--- src/rtl/core/hrfe_pkg.sv ---
// Shared types, constants and helper functions for the HTTP request field extractor.
// Holds the byte codes, status and selector codes, the keyword table and a saturating increment.
// No dependencies.
package hrfe_pkg;

    localparam logic [7:0] CH_CR = 8'h0D;
    localparam logic [7:0] CH_LF = 8'h0A;
    localparam logic [7:0] CH_SP = 8'h20;

    typedef logic [1:0] status_t;
    localparam status_t ST_OK        = 2'd0;
    localparam status_t ST_NOT_FOUND = 2'd1;
    localparam status_t ST_PARAM     = 2'd2;

    typedef logic [1:0] sel_t;
    localparam sel_t SEL_URL    = 2'd0;
    localparam sel_t SEL_HOST   = 2'd1;
    localparam sel_t SEL_METHOD = 2'd2;
    localparam sel_t SEL_BAD    = 2'd3;

    // keyword flag bits
    localparam int KW_GET  = 0;
    localparam int KW_POST = 1;
    localparam int KW_HEAD = 2;
    localparam int KW_HOST = 3;
    localparam int KW_NUM  = 4;

    typedef logic [KW_NUM-1:0] kw_flags_t;

    // length of keyword k
    function automatic logic [2:0] kw_len(input logic [1:0] k);
        logic [2:0] len;
        case (k)
            2'd0:    len = 3'd3;
            2'd1:    len = 3'd4;
            2'd2:    len = 3'd4;
            default: len = 3'd5;
        endcase
        return len;
    endfunction

    // character at position p of keyword k
    function automatic logic [7:0] kw_char(input logic [1:0] k, input logic [2:0] p);
        logic [7:0] c;
        c = 8'h00;
        case (k)
            2'd0:
            begin
                case (p)
                    3'd0:    c = "G";
                    3'd1:    c = "E";
                    3'd2:    c = "T";
                    default: c = 8'h00;
                endcase
            end
            2'd1:
            begin
                case (p)
                    3'd0:    c = "P";
                    3'd1:    c = "O";
                    3'd2:    c = "S";
                    3'd3:    c = "T";
                    default: c = 8'h00;
                endcase
            end
            2'd2:
            begin
                case (p)
                    3'd0:    c = "H";
                    3'd1:    c = "E";
                    3'd2:    c = "A";
                    3'd3:    c = "D";
                    default: c = 8'h00;
                endcase
            end
            default:
            begin
                case (p)
                    3'd0:    c = "H";
                    3'd1:    c = "o";
                    3'd2:    c = "s";
                    3'd3:    c = "t";
                    3'd4:    c = ":";
                    default: c = 8'h00;
                endcase
            end
        endcase
        return c;
    endfunction

    function automatic logic [15:0] sat_inc(input logic [15:0] v, input logic [15:0] cap);
        return (v >= cap) ? cap : v + 16'd1;
    endfunction

endpackage

--- src/rtl/core/http_request_field_extractor.sv ---
// HTTP request field extractor: scans packet bytes and returns the offset
// and length of the URL, Host value or method. Depends on hrfe_pkg.
//
// Result path: a byte is captured in the input stage, then its result goes to the result register.
// Throughput: one byte per cycle unless a byte that yields a result must wait in the single input
// stage because the single result register holds an unread result that out_ready does not take.
// Reset: asynchronous active low; clears packet state, sets the field selector register to url.
module http_request_field_extractor
    import hrfe_pkg::*;
#(
    parameter logic [31:0] MAX_PACKET_BYTES = 32'd65535
)
(
    input  logic        clk,
    input  logic        rst_n,
    input  logic        in_valid,
    output logic        in_ready,
    input  logic [7:0]  pkt_byte,
    input  logic        last_byte,
    output logic        out_valid,
    input  logic        out_ready,
    output logic [1:0]  status,
    output logic [15:0] value_offset,
    output logic [15:0] value_length,
    input  logic        cfg_valid,
    output logic        cfg_ready,
    input  logic [1:0]  field_select
);

    localparam logic [15:0] POS_CAP = (MAX_PACKET_BYTES < 32'd65535) ?
                                      MAX_PACKET_BYTES[15:0] : 16'hFFFF;

    // configuration
    sel_t        sel_reg;

    // input stage
    logic        in_full_reg, in_full_next;
    logic [7:0]  byte_reg;
    logic        last_reg;

    // packet state
    logic        prev_cr_reg, prev_cr_next;
    logic [15:0] pkt_pos_reg, pkt_pos_next;
    logic [15:0] line_start_reg, line_start_next;
    logic [15:0] line_pos_reg, line_pos_next;
    kw_flags_t   flags_reg, flags_next;
    logic [15:0] vlen_reg, vlen_next;
    logic        vend_reg, vend_next;
    logic        done_reg, done_next;

    // result register
    logic        out_valid_reg, out_valid_next;
    status_t     status_reg, status_next;
    logic [15:0] offset_reg, offset_next;
    logic [15:0] length_reg, length_next;

    logic        emit;
    logic        advance;
    status_t     res_status;
    logic [15:0] res_offset;
    logic [15:0] res_length;
    kw_flags_t   flags_hit;
    logic        have;
    logic [2:0]  skip;
    logic        is_delim;
    logic        line_ok;
    logic [16:0] off_sum;

    assign cfg_ready = 1'b1;

    // per-byte scan on the held beat
    always_comb
    begin
        prev_cr_next    = prev_cr_reg;
        pkt_pos_next    = pkt_pos_reg;
        line_start_next = line_start_reg;
        line_pos_next   = line_pos_reg;
        flags_next      = flags_reg;
        vlen_next       = vlen_reg;
        vend_next       = vend_reg;
        done_next       = done_reg;
        emit            = 1'b0;
        res_status      = ST_OK;
        res_offset      = 16'd0;
        res_length      = 16'd0;
        have            = 1'b0;
        skip            = 3'd0;
        line_ok         = 1'b0;
        off_sum         = 17'd0;
        is_delim        = (byte_reg == CH_SP) || (byte_reg == CH_CR) || (byte_reg == CH_LF);

        flags_hit = flags_reg;
        for (int k = 0; k < KW_NUM; k++)
        begin
            if ((line_pos_reg < {13'd0, kw_len(k[1:0])}) &&
                (byte_reg != kw_char(k[1:0], line_pos_reg[2:0])))
            begin
                flags_hit[k[1:0]] = 1'b0;
            end
        end

        case (sel_reg)
            SEL_URL:
            begin
                if (flags_hit[KW_GET])
                begin
                    skip = 3'd4;
                    have = 1'b1;
                end
                else if (flags_hit[KW_POST])
                begin
                    skip = 3'd5;
                    have = 1'b1;
                end
            end
            SEL_HOST:
            begin
                if (flags_hit[KW_HOST])
                begin
                    skip = 3'd6;
                    have = 1'b1;
                end
            end
            default:
            begin
                have = flags_hit[KW_GET] | flags_hit[KW_POST] | flags_hit[KW_HEAD];
            end
        endcase

        if (!done_reg)
        begin
            if (sel_reg == SEL_BAD)
            begin
                emit       = 1'b1;
                res_status = ST_PARAM;
                done_next  = 1'b1;
            end
            else
            begin
                flags_next = flags_hit;
                if (have && (line_pos_reg >= {13'd0, skip}) && !vend_reg)
                begin
                    if (is_delim)
                        vend_next = 1'b1;
                    else
                        vlen_next = sat_inc(vlen_reg, POS_CAP);
                end

                if (byte_reg == CH_LF)
                begin
                    if (prev_cr_reg)
                    begin
                        line_ok = have && ((sel_reg == SEL_METHOD) ?
                                  (line_pos_reg >= 16'd4) : (line_pos_reg >= {13'd0, skip}));
                        off_sum = {1'b0, line_start_reg} + {14'd0, skip};
                        if (line_ok)
                        begin
                            emit       = 1'b1;
                            res_status = ST_OK;
                            res_offset = (off_sum > {1'b0, POS_CAP}) ? POS_CAP : off_sum[15:0];
                            res_length = vlen_next;
                            done_next  = 1'b1;
                        end
                        else if (sel_reg == SEL_URL)
                        begin
                            emit       = 1'b1;
                            res_status = ST_NOT_FOUND;
                            done_next  = 1'b1;
                        end
                    end
                    // restart the line
                    line_start_next = sat_inc(pkt_pos_reg, POS_CAP);
                    line_pos_next   = 16'd0;
                    flags_next      = '1;
                    vlen_next       = 16'd0;
                    vend_next       = 1'b0;
                end
                else
                begin
                    line_pos_next = sat_inc(line_pos_reg, POS_CAP);
                end
                prev_cr_next = (byte_reg == CH_CR);
            end
        end

        pkt_pos_next = sat_inc(pkt_pos_reg, POS_CAP);

        if (last_reg)
        begin
            if (!emit && !done_reg)
            begin
                emit       = 1'b1;
                res_status = ST_NOT_FOUND;
                res_offset = 16'd0;
                res_length = 16'd0;
            end
            // drop all packet state
            prev_cr_next    = 1'b0;
            pkt_pos_next    = 16'd0;
            line_start_next = 16'd0;
            line_pos_next   = 16'd0;
            flags_next      = '1;
            vlen_next       = 16'd0;
            vend_next       = 1'b0;
            done_next       = 1'b0;
        end
    end

    // hold the beat only while a result for it cannot be stored
    assign advance  = in_full_reg && (!emit || !out_valid_reg || out_ready);
    assign in_ready = !in_full_reg || advance;

    always_comb
    begin
        in_full_next = in_full_reg;
        if (in_valid && in_ready)
            in_full_next = 1'b1;
        else if (advance)
            in_full_next = 1'b0;

        out_valid_next = out_valid_reg && !out_ready;
        status_next    = status_reg;
        offset_next    = offset_reg;
        length_next    = length_reg;
        if (advance && emit)
        begin
            out_valid_next = 1'b1;
            status_next    = res_status;
            offset_next    = res_offset;
            length_next    = res_length;
        end
    end

    always_ff @(posedge clk or negedge rst_n)
    begin
        if (!rst_n)
        begin
            sel_reg        <= SEL_URL;
            in_full_reg    <= 1'b0;
            prev_cr_reg    <= 1'b0;
            pkt_pos_reg    <= 16'd0;
            line_start_reg <= 16'd0;
            line_pos_reg   <= 16'd0;
            flags_reg      <= '1;
            vlen_reg       <= 16'd0;
            vend_reg       <= 1'b0;
            done_reg       <= 1'b0;
            out_valid_reg  <= 1'b0;
        end
        else
        begin
            if (cfg_valid && cfg_ready)
                sel_reg <= field_select;
            in_full_reg   <= in_full_next;
            out_valid_reg <= out_valid_next;
            if (advance)
            begin
                prev_cr_reg    <= prev_cr_next;
                pkt_pos_reg    <= pkt_pos_next;
                line_start_reg <= line_start_next;
                line_pos_reg   <= line_pos_next;
                flags_reg      <= flags_next;
                vlen_reg       <= vlen_next;
                vend_reg       <= vend_next;
                done_reg       <= done_next;
            end
        end
    end

    always_ff @(posedge clk)
    begin
        if (in_valid && in_ready)
        begin
            byte_reg <= pkt_byte;
            last_reg <= last_byte;
        end
        status_reg <= status_next;
        offset_reg <= offset_next;
        length_reg <= length_next;
    end

    assign out_valid    = out_valid_reg;
    assign status       = status_reg;
    assign value_offset = offset_reg;
    assign value_length = length_reg;

endmodule
--- config.mk ---
export PLATFORM = sky130hd
export DESIGN_NAME = http_request_field_extractor
export DESIGN_NICKNAME = d
export VERILOG_FILES = /design/src/rtl/core/hrfe_pkg.sv /design/src/rtl/core/http_request_field_extractor.sv
export SDC_FILE = /design/constraint.sdc
export NUM_CORES = 1
export LEC_CHECK = 0
export BUFFER_PORTS_ARGS = -buffer_cell sky130_fd_sc_hd__buf_2
export CORE_MARGIN = 8
export CORE_UTILIZATION = 56
export DETAILED_ROUTE_END_ITERATION = 8
export PLACE_DENSITY_LB_ADDON = 0.2
export RECOVER_POWER = 100
export SETUP_SLACK_MARGIN = 0.05
export SYNTH_ARGS = -nofsm -noshare
export SYNTH_HDL_FRONTEND = slang
export SYNTH_SLANG_ARGS = --single-unit
--- constraint.sdc ---
create_clock -name clk -period 10.77 [get_ports clk]
set_input_delay 0.5385 -clock clk [delete_from_list [all_inputs] [get_ports clk]]
set_output_delay 0.5385 -clock clk [all_outputs]
set_load 0.02 [all_outputs]
==> results of run 1 <==
placed cells by master (no fill, tap or decap), types with 9 or more instances in the layout:
cell / instances
edfxtp_1: 43
nand2_1: 47
a31oi_1: 27
nand3_1: 27
inv_1: 25
clkbuf_16: 17
nor2_1: 82
buf_2: 15
o21ai_0: 26
a21oi_1: 78
o22a_1: 16
mux2_1: 13
nor3_1: 29
and3_1: 21
xor2_1: 12
clkbuf_1: 43
dfrtp_1: 71
mux2_2: 11
ha_1: 14
nand2b_1: 9
xnor2_1: 16
kinds of logic after synthesis:
group / synth area share (%)
adders and majority gates: 2.844
buffers and inverters: 4.503
other: 0.05464
xor gates and xnor gates: 3.573
muxes: 5.214
and+or+nand+nor: 19.65
AOI/OAI and AO/OA: 17.92
DFF: 46.24
per-layer routing:
layer  up-vias  part of all wire [%]  wire length, µm
met1      2712                    46             7352
met4         0                   1.4              229
met5         -                     0                0
met2       152                    48             7628
met3        23                   4.5              714
li1       2723                     -                -
power breakdown:
group	internal, mW	switching (mW)
clock	0.335	0.198
sequential	0.509	0.0427
combinational	0.107	0.189
through the flow:
stage          power, mW  hold WS (ps)  setup WS (ps)  instances
2_1_floorplan     0.7859         242.9           5075        726
3_3_place_gp      0.8494         461.2           5374        884
3_5_place_dp      0.8598         465.3           5133        884
4_1_cts            1.394         281.8           5021        916
5_1_grt            1.448         287.1           2850        916
6_report           1.381         293.8           3564        916
area by class of cell:
class,instances,area [µm²]
fillers,1030,4437
multi-input cells,538,3327
flip-flops and latches,118,3173
clock buffers,25,485.5
repair buffers,56,240.2
well taps,147,183.9
inverters,25,93.84
clock inverters,7,71.32
how the worst max path moves through the flow:
| stage | slack [ps] | from | endpoint | depth (start not counted) |
|---|---|---|---|---|
| after floorplan | 5070 | line_pos_reg[0] | status[0] | 19 |
| after global placement | 5370 | line_pos_reg[0] | line_start_reg[7] | 18 |
| after detailed placement | 5130 | line_pos_reg[0] | line_start_reg[6] | 18 |
| after CTS | 5020 | line_pos_reg[0] | line_start_reg[7] | 18 |
| after global routing | 2850 | line_pos_reg[0] | line_start_reg[14] | 18 |
| final | 3560 | line_pos_reg[0] | line_start_reg[14] | 18 |
worst register-to-register path, cell delays in order (launching register included):
cell and delay [ps]:
dfrtp_1 540, inv_1 200, ha_1 400, or4_1 450
o32a_1 200, a22oi_1 180, a311oi_1 160, nand2b_1 230
nor2_1 250, inv_1 130, ha_1 280, a21oi_1 50
o2111ai_1 300, mux2i_1 120, a2111o_1 300, or2_0 290
a21oi_1 1850, nor2_2 620, mux2_1 530
==> impl_metrics.tcl, run 1 <==
set metrics [dict create \
    cts_root_buf "clkbuf_16" \
    ys_seq_elements 118 \
    die_h_um 126.7 \
    yosysMostFrequentCell "nor2_1" \
    max_slew_margin_pct -172.7 \
    gp_congestion 0.8762 \
    power_density_nw_per_um2 182.3 \
    syn_area_um2 6863 \
    postCtsSetupBuffers 0 \
    fin_skew_ps 7.714 \
    antennaDiodeCount 0 \
    finalHoldViolations 0 \
    reg2reg_depth 18 \
    drv_cap 4 \
    r2r_slack_ps 3560 \
    grt_pass1_wl_mm 26.12 \
    status "finished, violations left" \
    worstSetupPathType "reg2reg" \
    grtUsageMet2_pct 32.33 \
    slowest_stage "a21oi_1" \
    synth_top_cell_by_area "dfrtp_1" \
    io_buffers 51 \
    core_um2 12010 \
    violations "capacitance limit, slew limit" \
    setup_tns_ps 0 \
    wire_per_inst_um 17.39 \
    whs_path_depth 1 \
    grt_usage_pct 20.03 \
    antenna_found_initial 0 \
    hpwl_mm 10.53 \
    num_vias 5610 \
    grt-ovfl-total 0 \
    synth_cells 726 \
    fin_crit_ps 7206 \
    die_area_um2 16050 \
    worst-endpoint-arrival_ps 7500 \
    place_area_um2 7134 \
    synth-seq-area-share_pct 46.24 \
    grt_max_degree 76 \
    worstMarginPinSlew_ps 4090 \
    clock.fmax_ghz 0.1388 \
    nets 787 \
    grt_use_met3_pct 4.231 \
    cts_tree "done" \
    drt_iter0_drc 461 \
    final_core_utilization_pct 63.06 \
    viasPerCell 6.124 \
    syn_area_per_cell_um2 9.453 \
    cp_num_buf_inv 2 \
    initial_utilization_pct 57.14 \
    clk_pin_slew_worst_paths_ps 60 \
    worstPathRequired_ps 11060 \
    h-tree-depth 4 \
    area_growth_pct 10.37 \
    clockBufferDepth 2 \
    die_w_um 126.7 \
    rows 40 \
    synth-main-ff-cell "dfrtp_1" \
    setup_violations 0 \
    grt.met1_usage_pct 25.87 \
    yosys-top-cells-area "dfrtp_1, edfxtp_1, a21oi_1" \
    design_area_um2 7575 \
    hp-class "in2reg" \
    drtAntennaViolNets 0 \
    grt.busiest_layer "met2" \
    startpoint_type "flop" \
    cts_resized 0 \
    postSynth.asyncResetShare_pct 63.56 \
    crit_path_max_incr_delay_ps 1850 \
    syn_nets 757 \
    rsz0062_at_grt "no" \
    drt_first_pass_iters 6 \
    irDropWorstVdd_v 0.00009527 \
    synth_common_cells "nor2_1, a21oi_1, dfrtp_1" \
    rr_endpoint "line_start_reg[14]" \
    cts.sinks 118 \
    drv_slew 188 \
    grt_pass1_vias 5345 \
    drt_wl_total_mm 15.93 \
    end_kind "flop" \
    synth-edff-count 43 \
    worstPathMaxFanout 31 \
    synth_top_area_share_pct 25.89 \
    drive_gt1_share_pct 8.843 \
    crit_chain "inv_1, ha_1, or4_1, o32a_1, a22oi_1, a311oi_1, nand2b_1, nor2_1, inv_1, ha_1, a21oi_1, o2111ai_1, mux2i_1, a2111o_1, or2_0, a21oi_1, nor2_2, mux2_1" \
    yosysUniqueCellTypes 69 \
    clkLatencyLatePin_ps 420 \
    hp-start "pkt_byte[6]" \
    hold_end "byte_reg[6]" \
    finalCritPeriodShare_pct 66.91 \
    r2r_start "line_pos_reg[0]" \
    cts_made_buffers 17 \
    io_pins 53 \
    drc 0 \
    crit_family "compound AO/OA/AOI/OAI gates" \
    leakage_nw 3.082 \
    yosysWarnings 0 \
    postCtsHoldBufs 0 \
]
No activity file was read; power rests on OpenSTA's default activity.
==> run 2, diff against run 1 <==
- CORE_UTILIZATION: 56 -> 55
- clock period: 10.77 -> 6.4 ns (I/O delays scaled with it)
==> run 2 against run 1 <==
The run still ends with capacitance limit, slew limit left; critical path depth rose by 1; wire length is 3.4% lower; non-clock buffer count up 1; maximum frequency grew 28%; combinational power increased by 70%; flip-flop and latch count stayed put; core utilization down 1.7 points; design area grew 0.56%; clock power is 57% higher; register-to-register slack lost 2800 ps; global-route usage down 0.54 points; worst setup slack worse by 2800 ps; critical endpoint is now vlen_reg[1]; largest power group unchanged.
==> impl_metrics.tcl, run 2 (synthesis gave the netlist of run 1 again) <==
set metrics [dict create \
    rows 41 \
    end_kind "flop" \
    worstPathMaxFanout 26 \
    area_growth_pct 10.99 \
    nets 788 \
    worstMarginPinSlew_ps 4068 \
    cts.sinks 118 \
    rr_endpoint "vlen_reg[1]" \
    num_vias 5566 \
    fin_skew_ps 13.59 \
    drt_wl_total_mm 15.39 \
    rsz0062_at_grt "no" \
    hp-class "in2reg" \
    place_ws_ps 904.0 \
    grt-ovfl-total 0 \
    multiInputGateArea_um2 3353 \
    power_density_nw_per_um2 298.6 \
    grt_pass1_wl_mm 25.43 \
    final_cell_mix "nor2_1, a21oi_1, dfrtp_1, nand2_1, edfxtp_1" \
    cts_root_buf "clkbuf_16" \
    die_w_um 127.7 \
    initial_utilization_pct 55.28 \
    grt_max_degree 76 \
    clk_pin_slew_worst_paths_ps 60 \
    viasPerCell 5.909 \
    irDropWorstVdd_v 0.0001716 \
    r2r_start "line_pos_reg[0]" \
    drc 0 \
    whs_path_depth 1 \
    finalHoldViolations 0 \
    drtAntennaViolNets 0 \
    cts_tree "done" \
    postCtsSetupBuffers 0 \
    register_area_um2 3173 \
    die_area_um2 16310 \
    max_slew_margin_pct -171.2 \
    drive_gt1_share_pct 9.610 \
    postCtsHoldBufs 0 \
    antennaDiodeCount 0 \
    die_h_um 127.7 \
    io_buffers 51 \
    clock.fmax_ghz 0.1779 \
    leakage_nw 3.081 \
    drv_slew 76 \
    fin_crit_ps 5621 \
    place_area_um2 7173 \
    clockBufferDepth 2 \
    status "finished, violations left" \
    design_area_um2 7617 \
    violations "capacitance limit, slew limit" \
    worst-endpoint-arrival_ps 5930 \
    grt_usage_pct 19.49 \
    drt_iter0_drc 697 \
    h-tree-depth 4 \
    hp-start "last_byte" \
    drv_cap 1 \
    r2r_slack_ps 780 \
    nFillCells 1089 \
    hold_end "last_reg" \
    wire_per_inst_um 16.34 \
    drt_first_pass_iters 5 \
    cts_made_buffers 17 \
    finalCritPeriodShare_pct 87.82 \
    reg2reg_depth 19 \
    grt_pass1_vias 5175 \
    setup_violations 0 \
    worstPathRequired_ps 6710 \
    final_common_cell "nor2_1" \
    core_um2 12410 \
    cts_resized 0 \
    startpoint_type "flop" \
    setup_tns_ps 0 \
    hpwl_mm 10.60 \
    worstSetupPathType "reg2reg" \
    gp_congestion 0.8922 \
    antenna_found_initial 0 \
    io_pins 53 \
    fin_ws_ps 779.4 \
    clkLatencyLatePin_ps 410 \
]
run 2: cell types whose count changed in the layout (fill, tap and decap cells not counted), sizes merged:
cell / change
clkinvlp: +1
inv: -1
clkinv: +2
clkbuf: -1
bufinv: -1
buf: +1
run 2: power breakdown:
| group | internal [mW] | total (mW) | switching, mW |
|---|---|---|---|
| combinational | 0.182 | 0.503 | 0.321 |
| clock | 0.522 | 0.841 | 0.318 |
| sequential | 0.856 | 0.931 | 0.0747 |
run 2: worst max path at each step:
stage / start / endpoint / slack [ps] / cells after the start
after CTS: line_pos_reg[0] / line_start_reg[8] / 870 / 19
after floorplan: line_pos_reg[0] / status[0] / 700 / 19
after global routing: line_pos_reg[0] / line_pos_reg[15] / 220 / 19
after detailed placement: line_pos_reg[0] / line_start_reg[8] / 900 / 19
final: line_pos_reg[0] / vlen_reg[1] / 780 / 19
after global placement: line_pos_reg[0] / line_start_reg[8] / 1140 / 19
run 2: layout make-up:
class                      count  share of cell area [%]
timing repair buffer          57                   3.252
sequential                   118                   41.66
clock buffer                  24                   6.324
clock inverter                 8                  0.6899
multi-input combinational    538                   44.02
tap                          172                   2.825
inverter                      25                   1.232
run 2: per-stage QoR:
step | hold slack (ps) | cells | util, % | total power [mW]
floorplan | 24.41 | 726 | - | 1.323
CTS | 66.03 | 942 | 62.08 | 2.302
detailed placement | 498.1 | 910 | 57.78 | 1.450
finish | 81.05 | 942 | 61.36 | 2.274
global route | 62.69 | 942 | 61.36 | 2.394
global placement | 464.2 | 910 | 57.78 | 1.438
run 2: layer usage:
metal  wire length, µm  global-route usage, %  part of all wire (%)  vias to the layer above
li1                  -                      -                     -                     2711
met1              7187                  26.19                    47                     2655
met2              7133                  29.28                    46                      183
met3               891                  4.784                   5.8                       17
met4               178                  8.671                   1.2                        0
met5                 0                      0                     0                        -
run 2: worst max-delay path: stages, from the launching register on:
cell and delay (ps):
dfrtp_1 540, inv_1 220, ha_1 400, a2111oi_0 500
or3_1 170, a22oi_1 60, a311oi_1 460, nand2b_1 230
nor2_1 90, a21oi_1 170, ha_1 260, inv_1 50
o2111ai_1 160, mux2i_1 180, a2111o_1 130, or2_4 150
a21o_1 740, clkbuf_1 670, nand2_1 120, o31ai_1 220
